### config.mk
export PLATFORM = sky130hd
export DESIGN_NAME = framed_message_ring_buffer_top
export DESIGN_NICKNAME = d
export VERILOG_FILES = /design/src/rtl/fmrb_pkg.sv /design/src/rtl/fmrb_ram.sv /design/src/rtl/fmrb_front.sv /design/src/rtl/fmrb_back.sv /design/src/rtl/framed_message_ring_buffer_top.sv
export VERILOG_INCLUDE_DIRS = /design/src /design/src/rtl
export SDC_FILE = /design/constraint.sdc
export NUM_CORES = 2
export LEC_CHECK = 0
export BUFFER_PORTS_ARGS = -buffer_cell sky130_fd_sc_hd__buf_4
export CAP_MARGIN = 10
export CORE_UTILIZATION = 31
export CTS_CLUSTER_DIAMETER = 30
export DETAILED_ROUTE_END_ITERATION = 8
export GPL_TIMING_DRIVEN = 1
export PLACE_DENSITY = 0.54
export SLEW_MARGIN = 40
export SYNTH_ARGS = -nofsm -noshare
export SYNTH_HDL_FRONTEND = slang
export SYNTH_HIERARCHICAL = 1
export SYNTH_SLANG_ARGS = --single-unit
### constraint.sdc
create_clock -name clk -period 14.82 [get_ports clk]
set_clock_uncertainty 0.1 [all_clocks]
set_input_delay 0.741 -clock clk [delete_from_list [all_inputs] [get_ports clk]]
set_output_delay 0.741 -clock clk [all_outputs]
set_load 0.02 [all_outputs]
### src/rtl/framed_message_ring_buffer_top_defines.svh
// Assertion macros used by the back part of the ring buffer RTL.
`ifndef FRAMED_MESSAGE_RING_BUFFER_TOP_DEFINES_SVH
`define FRAMED_MESSAGE_RING_BUFFER_TOP_DEFINES_SVH
// Implication checked on every clock edge outside reset.
`define FMRB_ASSERT_IMPL(label, ante, cons) \
	label: assert property (@(posedge clk) disable iff (!arst_n) (ante) |-> (cons)) \
		else $error("assertion failed");
// Next-cycle implication checked outside reset.
`define FMRB_ASSERT_NEXT(label, ante, cons) \
	label: assert property (@(posedge clk) disable iff (!arst_n) (ante) |=> (cons)) \
		else $error("assertion failed");
`endif

### src/rtl/fmrb_pkg.sv
// Package with shared constants and types of the framed message ring buffer.
`default_nettype none
package fmrb_pkg;
	localparam int RING_BYTES_DEF  = 256;
	localparam int MAX_PAYLOAD_DEF = 64;
	localparam int HEADER_BYTES    = 4;
	localparam logic [7:0] MARKER_RESET = 8'd170;

	localparam logic [1:0] KIND_COMMIT = 2'd0;
	localparam logic [1:0] KIND_DROP   = 2'd1;
	localparam logic [1:0] KIND_BYTE   = 2'd2;
	localparam logic [1:0] KIND_EMPTY  = 2'd3;

	localparam logic [0:0] ACT_PUSH = 1'b0;
	localparam logic [0:0] ACT_PULL = 1'b1;

	// One queued command from the front part to the back part.
	typedef struct packed {
		logic        pull;
		logic [7:0]  data;
		logic        last;
		logic [15:0] addr;
		logic        blk;
	} cmd_t;
endpackage
`default_nettype wire

### src/rtl/fmrb_ram.sv
// Generic single-port-write, single-port-read RAM with registered read data.
`default_nettype none
module fmrb_ram #(
	parameter int WIDTH = 8,
	parameter int DEPTH = 256
) (
	input  wire logic                     clk,
	input  wire logic                     we,
	input  wire logic [$clog2(DEPTH)-1:0] waddr,
	input  wire logic [WIDTH-1:0]         wdata,
	input  wire logic [$clog2(DEPTH)-1:0] raddr,
	output logic [WIDTH-1:0]              rdata
);
	logic [WIDTH-1:0] mem_q [DEPTH];

	// Write port and registered read port.
	always_ff @(posedge clk) begin
		if (we) begin
			mem_q[waddr] <= wdata;
		end
		rdata <= mem_q[raddr];
	end
endmodule
`default_nettype wire

### src/rtl/fmrb_front.sv
// Front part: accepts start commands into a two-entry queue.
`default_nettype none
module fmrb_front import fmrb_pkg::*; (
	input  wire logic clk,
	input  wire logic arst_n,
	input  wire logic start,
	input  wire cmd_t in_cmd,
	output logic      busy,
	output logic      q_valid,
	output cmd_t      q_cmd,
	input  wire logic q_pop
);
	cmd_t       ent_q [2];
	logic       rd_q, wr_q;
	logic [1:0] cnt_q;
	logic       push;

	assign busy    = (cnt_q == 2'd2);
	assign push    = start && !busy;
	assign q_valid = (cnt_q != 2'd0);
	assign q_cmd   = ent_q[rd_q];

	// Queue storage.
	always_ff @(posedge clk) begin
		if (push) begin
			ent_q[wr_q] <= in_cmd;
		end
	end

	// Queue pointers and fill count.
	always_ff @(posedge clk or negedge arst_n) begin
		if (!arst_n) begin
			rd_q  <= 1'b0;
			wr_q  <= 1'b0;
			cnt_q <= 2'd0;
		end else begin
			if (push) begin
				wr_q <= !wr_q;
			end
			if (q_pop) begin
				rd_q <= !rd_q;
			end
			cnt_q <= cnt_q + 2'(push) - 2'(q_pop);
		end
	end
endmodule
`default_nettype wire

### src/rtl/fmrb_back.sv
// Back part: executes push and pull commands against the byte ring.
`default_nettype none
module fmrb_back import fmrb_pkg::*; #(
	parameter int RING_BYTES  = RING_BYTES_DEF,
	parameter int MAX_PAYLOAD = MAX_PAYLOAD_DEF
) (
	input  wire logic        clk,
	input  wire logic        arst_n,
	input  wire logic [7:0]  marker,
	input  wire logic        q_valid,
	input  wire cmd_t        q_cmd,
	output logic             q_pop,
	output logic             strobe,
	output logic [1:0]       kind,
	output logic [15:0]      out_address,
	output logic             out_block,
	output logic [7:0]       out_byte,
	output logic [6:0]       out_length,
	output logic             out_last,
	output logic             not_empty
);
`include "framed_message_ring_buffer_top_defines.svh"
	localparam int AW = $clog2(RING_BYTES);
	localparam int CW = AW + 1;

	typedef enum logic [11:0] {
		ST_IDLE  = 12'b000000000001,
		ST_HW1   = 12'b000000000010,
		ST_HW2   = 12'b000000000100,
		ST_HW3   = 12'b000000001000,
		ST_HW4   = 12'b000000010000,
		ST_SCAN  = 12'b000000100000,
		ST_RD0   = 12'b000001000000,
		ST_RD1   = 12'b000010000000,
		ST_RD2   = 12'b000100000000,
		ST_RD3   = 12'b001000000000,
		ST_CHK   = 12'b010000000000,
		ST_DRAIN = 12'b100000000000
	} state_t;

	state_t        state_q;
	logic [AW-1:0] rp_q, wp_q;
	logic [6:0]    ocnt_q;
	logic          big_q;
	logic          hasf_q;
	logic [6:0]    len_q;
	logic          blk_q;
	logic [7:0]    alo_q, ahi_q;
	logic [15:0]   addr_q;
	logic [6:0]    idx_q;
	logic          dvalid_q;
	logic [AW-1:0] scan_q;

	logic          we;
	logic [AW-1:0] waddr, raddr;
	logic [7:0]    wdata, rdata;

	logic [AW-1:0] used;
	logic [CW-1:0] freeb;
	logic [CW-1:0] need_byte, need_commit;
	logic          byte_ok, commit_ok;

	logic          push_wr;
	logic [6:0]    ocnt_n;
	logic          big_n;

	fmrb_ram #(.WIDTH(8), .DEPTH(RING_BYTES)) u_ram (
		.clk(clk), .we(we), .waddr(waddr), .wdata(wdata), .raddr(raddr), .rdata(rdata)
	);

	// Space checks for the open message.
	always_comb begin
		used        = wp_q - rp_q;
		freeb       = CW'(RING_BYTES) - CW'(used);
		need_byte   = CW'(HEADER_BYTES + 3) + CW'(ocnt_q);
		need_commit = CW'(HEADER_BYTES + 2) + CW'(ocnt_n);
		byte_ok     = (ocnt_q < 7'(MAX_PAYLOAD)) && (need_byte <= freeb);
		commit_ok   = (ocnt_n != 7'd0) && (freeb >= need_commit);
	end

	assign push_wr = (state_q == ST_IDLE) && q_valid && !q_pop && !q_cmd.pull &&
		!big_q && byte_ok;
	assign ocnt_n  = push_wr ? ocnt_q + 7'd1 : ocnt_q;
	assign big_n   = big_q || (!big_q && !byte_ok);

	// Header checks on the candidate frame at the read pointer.
	logic [CW-1:0] used_w;
	logic          hdr_ok;
	assign used_w = CW'(used);
	assign hdr_ok = (len_q != 7'd0) && (len_q <= 7'(MAX_PAYLOAD)) &&
		(CW'(HEADER_BYTES) + CW'(len_q) <= used_w);

	// Memory port selection.
	always_comb begin
		we    = 1'b0;
		waddr = wp_q + AW'(HEADER_BYTES) + AW'(ocnt_q);
		wdata = q_cmd.data;
		raddr = rp_q;
		unique case (state_q)
			ST_IDLE: begin
				we = push_wr;
			end
			ST_HW1: begin
				we    = 1'b1;
				waddr = wp_q;
				wdata = marker;
			end
			ST_HW2: begin
				we    = 1'b1;
				waddr = wp_q + AW'(1);
				wdata = {blk_q, len_q};
			end
			ST_HW3: begin
				we    = 1'b1;
				waddr = wp_q + AW'(2);
				wdata = addr_q[7:0];
			end
			ST_HW4: begin
				we    = 1'b1;
				waddr = wp_q + AW'(3);
				wdata = addr_q[15:8];
			end
			ST_SCAN: raddr = rp_q;
			ST_RD0:  raddr = rp_q + AW'(1);
			ST_RD1:  raddr = rp_q + AW'(2);
			ST_RD2:  raddr = rp_q + AW'(3);
			ST_RD3:  raddr = rp_q + AW'(HEADER_BYTES);
			ST_CHK:  raddr = rp_q + AW'(HEADER_BYTES);
			ST_DRAIN: raddr = scan_q;
			default: raddr = rp_q;
		endcase
	end

	logic [AW-1:0] nrp;
	assign nrp = rp_q + AW'(HEADER_BYTES) + AW'(len_q);

	// Sequencer and result register.
	always_ff @(posedge clk or negedge arst_n) begin
		if (!arst_n) begin
			state_q     <= ST_IDLE;
			rp_q        <= '0;
			wp_q        <= '0;
			ocnt_q      <= '0;
			big_q       <= 1'b0;
			hasf_q      <= 1'b0;
			strobe      <= 1'b0;
			q_pop       <= 1'b0;
			dvalid_q    <= 1'b0;
			len_q       <= '0;
			blk_q       <= 1'b0;
			alo_q       <= '0;
			ahi_q       <= '0;
			addr_q      <= '0;
			idx_q       <= '0;
			scan_q      <= '0;
			kind        <= KIND_COMMIT;
			out_address <= '0;
			out_block   <= 1'b0;
			out_byte    <= '0;
			out_length  <= '0;
			out_last    <= 1'b0;
			not_empty   <= 1'b0;
		end else begin
			strobe   <= 1'b0;
			q_pop    <= 1'b0;
			dvalid_q <= 1'b0;
			unique case (state_q)
				ST_IDLE: begin
					if (q_valid && !q_pop) begin
						if (!q_cmd.pull) begin
							ocnt_q <= ocnt_n;
							big_q  <= big_n;
							if (!q_cmd.last) begin
								q_pop <= 1'b1;
							end else if (!big_n && commit_ok) begin
								len_q   <= ocnt_n;
								blk_q   <= q_cmd.blk;
								addr_q  <= q_cmd.addr;
								state_q <= ST_HW1;
							end else begin
								ocnt_q <= '0;
								big_q  <= 1'b0;
								q_pop  <= 1'b1;
								strobe <= 1'b1;
								kind   <= KIND_DROP;
								out_address <= '0;
								out_block   <= 1'b0;
								out_byte    <= '0;
								out_length  <= '0;
								out_last    <= 1'b1;
								not_empty   <= hasf_q;
							end
						end else begin
							state_q <= ST_SCAN;
						end
					end
				end
				ST_HW1: state_q <= ST_HW2;
				ST_HW2: state_q <= ST_HW3;
				ST_HW3: state_q <= ST_HW4;
				ST_HW4: begin
					// Last header byte goes in this cycle; the frame commits.
					wp_q    <= wp_q + AW'(HEADER_BYTES) + AW'(len_q);
					hasf_q  <= 1'b1;
					ocnt_q  <= '0;
					big_q   <= 1'b0;
					q_pop   <= 1'b1;
					strobe  <= 1'b1;
					kind    <= KIND_COMMIT;
					out_address <= '0;
					out_block   <= 1'b0;
					out_byte    <= '0;
					out_length  <= '0;
					out_last    <= 1'b1;
					not_empty   <= 1'b1;
					state_q <= ST_IDLE;
				end
				ST_SCAN: begin
					if (rp_q == wp_q) begin
						hasf_q  <= 1'b0;
						q_pop   <= 1'b1;
						strobe  <= 1'b1;
						kind    <= KIND_EMPTY;
						out_address <= '0;
						out_block   <= 1'b0;
						out_byte    <= '0;
						out_length  <= '0;
						out_last    <= 1'b1;
						not_empty   <= 1'b0;
						state_q <= ST_IDLE;
					end else begin
						state_q <= ST_RD0;
					end
				end
				ST_RD0: begin
					if (rdata == marker && used >= AW'(HEADER_BYTES + 1)) begin
						state_q <= ST_RD1;
					end else begin
						rp_q    <= rp_q + AW'(1);
						state_q <= ST_SCAN;
					end
				end
				ST_RD1: begin
					len_q   <= rdata[6:0];
					blk_q   <= rdata[7];
					state_q <= ST_RD2;
				end
				ST_RD2: begin
					alo_q   <= rdata;
					state_q <= ST_RD3;
				end
				ST_RD3: begin
					ahi_q   <= rdata;
					state_q <= ST_CHK;
				end
				ST_CHK: begin
					if (hdr_ok) begin
						scan_q   <= rp_q + AW'(HEADER_BYTES + 1);
						idx_q    <= '0;
						dvalid_q <= 1'b1;
						rp_q     <= nrp;
						hasf_q   <= (nrp != wp_q);
						state_q  <= ST_DRAIN;
					end else begin
						rp_q    <= rp_q + AW'(1);
						state_q <= ST_SCAN;
					end
				end
				ST_DRAIN: begin
					if (dvalid_q || idx_q != 7'd0) begin
						strobe      <= 1'b1;
						kind        <= KIND_BYTE;
						out_address <= {ahi_q, alo_q};
						out_block   <= blk_q;
						out_byte    <= rdata;
						out_length  <= len_q;
						out_last    <= (idx_q + 7'd1 == len_q);
						not_empty   <= hasf_q;
						scan_q      <= scan_q + AW'(1);
						idx_q       <= idx_q + 7'd1;
						if (idx_q + 7'd1 == len_q) begin
							q_pop   <= 1'b1;
							state_q <= ST_IDLE;
						end
					end
				end
				default: state_q <= ST_IDLE;
			endcase
		end
	end

	`FMRB_ASSERT_IMPL(a_one_pop, q_pop, !$isunknown(state_q))
	`FMRB_ASSERT_NEXT(a_pop_with_last, q_pop && strobe, state_q == ST_IDLE)
	`FMRB_ASSERT_IMPL(a_strobe_last, strobe && kind != KIND_BYTE, out_last)
endmodule
`default_nettype wire

### src/rtl/framed_message_ring_buffer_top.sv
// Top level of the framed message ring buffer.
//  channel | direction | handshake
//  cmd     | in        | start && !busy
//  result  | out       | strobe, one cycle, no stall
//  config  | in        | APB write, pready always high
// A push byte that does not close its message is written while idle; a closing
// push then writes the header bytes in ST_HW1 to ST_HW4 and commits the frame.
// A pull skips bytes from the read pointer to a marker byte whose header passes
// its checks and drains that frame, or reports empty when it meets the write
// pointer. The ring memory has a single read port. Reset is asynchronous, low.
// Results cannot be stalled; busy rises when the command queue is full.
`default_nettype none
module framed_message_ring_buffer_top import fmrb_pkg::*; #(
	parameter int RING_BYTES  = RING_BYTES_DEF,
	parameter int MAX_PAYLOAD = MAX_PAYLOAD_DEF
) (
	input  wire logic        clk,
	input  wire logic        arst_n,
	input  wire logic        start,
	output logic             busy,
	input  wire logic        action,
	input  wire logic [7:0]  data_byte,
	input  wire logic        last_byte,
	input  wire logic [15:0] target_address,
	input  wire logic        target_block,
	output logic             strobe,
	output logic [1:0]       kind,
	output logic [15:0]      out_address,
	output logic             out_block,
	output logic [7:0]       out_byte,
	output logic [6:0]       out_length,
	output logic             out_last,
	output logic             not_empty,
	input  wire logic        psel,
	input  wire logic        penable,
	input  wire logic        pwrite,
	input  wire logic        paddr,
	input  wire logic [31:0] pwdata,
	output logic [31:0]      prdata,
	output logic             pready
);
	logic [7:0] marker_q;
	cmd_t       in_cmd, q_cmd;
	logic       q_valid, q_pop;

	assign pready = 1'b1;
	assign prdata = {24'd0, marker_q};

	// Marker register.
	always_ff @(posedge clk or negedge arst_n) begin
		if (!arst_n) begin
			marker_q <= MARKER_RESET;
		end else if (psel && penable && pwrite && !paddr) begin
			marker_q <= pwdata[7:0];
		end
	end

	assign in_cmd = '{pull: action, data: data_byte, last: last_byte,
		addr: target_address, blk: target_block};

	fmrb_front u_front (
		.clk(clk), .arst_n(arst_n), .start(start), .in_cmd(in_cmd), .busy(busy),
		.q_valid(q_valid), .q_cmd(q_cmd), .q_pop(q_pop)
	);

	fmrb_back #(.RING_BYTES(RING_BYTES), .MAX_PAYLOAD(MAX_PAYLOAD)) u_back (
		.clk(clk), .arst_n(arst_n), .marker(marker_q), .q_valid(q_valid),
		.q_cmd(q_cmd), .q_pop(q_pop), .strobe(strobe), .kind(kind),
		.out_address(out_address), .out_block(out_block), .out_byte(out_byte),
		.out_length(out_length), .out_last(out_last), .not_empty(not_empty)
	);
endmodule
`default_nettype wire

==> results.toml <==
[pwr]
switching_share_pct = 27.0
clockPowerShare_pct = 44.9
max-vdd-ir-drop_v = 0.000117
p_switching_mw = 5.79
power.total_mw = 21.4
power_frac_seq_pct = 37.8
p_int_mw = 15.6
leakage_nw = 36.0
p_per_area_nw_per_um2 = 189
pwr-share-comb_pct = 17.3

[route]
drt_iter0_drc = 4569
antenna_left = 0
drt-total-wl_um = 244000
vias = 49600
viasPerCell = 5.12
dr.pass1.iters = 6
wire_per_inst_um = 25.2
drc_errors = 0

[clocking]
clockRootBuffer = "clkbuf_16"
cts_setup_buffers = 0
cts_max_level = 5
cts.sinks = 2253
clk_pin_slew_ns = 0.04
cts_tree = "done"
cts_buffers = 425
clk_path_buf_depth = 4
clk_latency_ns = 0.89

[critical_path]
crit_family = "compound AO/OA/AOI/OAI gates"
worstRegToRegCells = 29
path_buf_inv = 3
cp_max_fo = 37
r2r_slack_ns = 6.37
r2r_start = "u_back/rp_q[0]"
critPathMaxStageDelay_ns = 0.66
path_class = "flip-flop to flip-flop"
worst_path_max_delay_cell = "a221oi_1"
crit_arrival_ns = 9.03
path_depth = 29
path_common_cell = "ha_1"
startpoint_type = "flip-flop"
rr_endpoint = "u_back/out_last"
end_kind = "flip-flop"
crit_required_ns = 15.40

[logic_synthesis]
synth_area_leaders = "edfxtp_1, mux4_2, dfrtp_1"
avgSynthCellArea_um2 = 18.3
yosysMostFrequentCell = "edfxtp_1"
synth_area_um2 = 92300
postSynth.asyncResetShare_pct = 6.35
yosysSeqAreaShare_pct = 72.5
synth_cells = 5029
ys.flop_type = "edfxtp_1"
yosysTopAreaCell = "edfxtp_1"
synth.top_cell.area_share_pct = 68.4
synth_commonest_cells = "edfxtp_1, mux4_2, nor2_1"
synth_edf_count = 2102
synth_cell_types = 96
yosysWarnings = 6
ys_seq_elements = 2253

[place]
dpl_cell_area_um2 = 97800
gp_congestion = 0.840
portBuffers = 87
place_hpwl_um = 149000
pre_cts_ws_ns = 6.46

[status]
status = "completed"

[die]
row_count = 199
dieArea_um2 = 300000
io-pin-count = 137
start_util_pct = 31.3
die_y_um = 548
dieWidth_um = 548
coreArea_um2 = 295000

[global_routing]
grt_antenna_before_repair = 7
grt_pass1_wl_um = 354000
groute.usage.overall_pct = 16.0
gr-total-overflow = 0
grt_max_degree = 194
grt_pass1_vias = 50700

[timing]
worst_pin_slew_ns = 0.879
tns_ns = 0
post-route-min-period_ns = 8.45
setup_violations = 0
rsz0062_at_grt = "no"
fmax_mhz = 118
setup_slack_ns = 6.37
final-hold-violation-count = 0
max_slew_margin_pct = 41.2
maxSlewViolCount = 0
timing.final.crit_share_pct = 57.0

[flow_run]
cap_violations = 0

[layout]
drive_gt1_share_pct = 28.6
nNetsFinal = 5556
area_growth_pct = 22.7
nFillCells = 26700
finalCoreUtilization_pct = 38.3
postLayoutCellArea_um2 = 113000

[min_path]
hold_depth = 3
worstHoldStart = "start"
hold_path_end = "u_front/wr_q"
hold_path.class = "input port to flip-flop"
registers in the layout, indices dropped and copies added (netlist names), 12 cells and up:
signal	cells
u_back/out_address	16
u_back/u_ram/mem_q	2048
u_back/addr_q	16
u_front/ent_q	54
u_back/state_q	12
metrics by stage:
stage	std cells	hold WS, ns
final	9689	0.212
after global routing	9688	0.175
after CTS	9677	0.151
after detailed placement	8858	0.379
after global placement	8847	0.367
after floorplan	5052	0.345
layer usage:
layer / GRT usage [%] / part of all wire, % / vias to the layer above
met5: 0 / 0 / -
met4: 4.86 / 2.9 / 0
met3: 2.89 / 6.5 / 434
met2: 26.0 / 48 / 1848
met1: 21.8 / 43 / 26000
li1: - / - / 21300
tightest hold or removal path: stages:
cell,delay (ns)
buf_4,0.12
nand2_1,0.15
xnor2_1,0.09
logic make-up (layout without fill, tap and decap cells):
logic type      count (synthesis)  count (layout)  synth area share [%]
simple gates                  834             834                  4.21
mux                           697             697                  13.9
compound gates                657             657                  4.90
xor+xnor                       92              92                 0.873
fa+ha+maj                      79              79                  1.11
flops                        2253            2253                  72.5
buf+inv                       415            1130                  2.49
other cells                     2              28               0.00814
placed cells by master, fill, tap and decap left out, drive strengths merged, types with 74 or more instances in the layout:
cell and instances:
ha 74, a22oi 140, clkbuf 492, mux2i 170, nand2 170, a21oi 175, nor2 362, dfrtp 138
buf 208, edfxtp 2102, clkinv 164, mux4 456, inv 122
final cells by class:
class / count / area (um^2) / share of cell area, %
antenna: 3 / 7.51 / 0.00663
clock buffer: 491 / 11100 / 9.78
clock inverter: 292 / 3440 / 3.04
inverter: 102 / 383 / 0.338
multi-input combinational: 2384 / 24100 / 21.3
sequential: 2253 / 66900 / 59.1
tap: 3919 / 4900 / 4.33
timing repair buffer: 245 / 2340 / 2.07
worst max-delay path by stage:
stage	startpoint	to
5_1_grt	u_back/rp_q[0]	u_back/kind[0]
3_3_place_gp	u_back/rp_q[0]	u_back/u_ram/mem_q[14][0]
3_5_place_dp	u_back/rp_q[0]	u_back/out_last
2_1_floorplan	u_back/state_q[4]	u_back/u_ram/mem_q[0][0]
6_report	u_back/rp_q[0]	u_back/out_last
4_1_cts	u_back/rp_q[0]	u_back/out_last
what timing repair did:
action	4_1_cts	5_1_grt
hold buffers	36	0
gates resized for setup	0	0
endpoints found under the hold margin	135	0
power groups by stage:
stage / logic, mW / registers (mW) / clock network, mW
after floorplan: 2.35 / 8.64 / 0
after global placement: 3.53 / 8.23 / 0
after detailed placement: 3.66 / 8.22 / 0
after CTS: 3.68 / 8.11 / 9.78
after global routing: 4.01 / 8.10 / 10.1
final: 3.71 / 8.10 / 9.63
No activity file was read; power rests on OpenSTA's default activity.
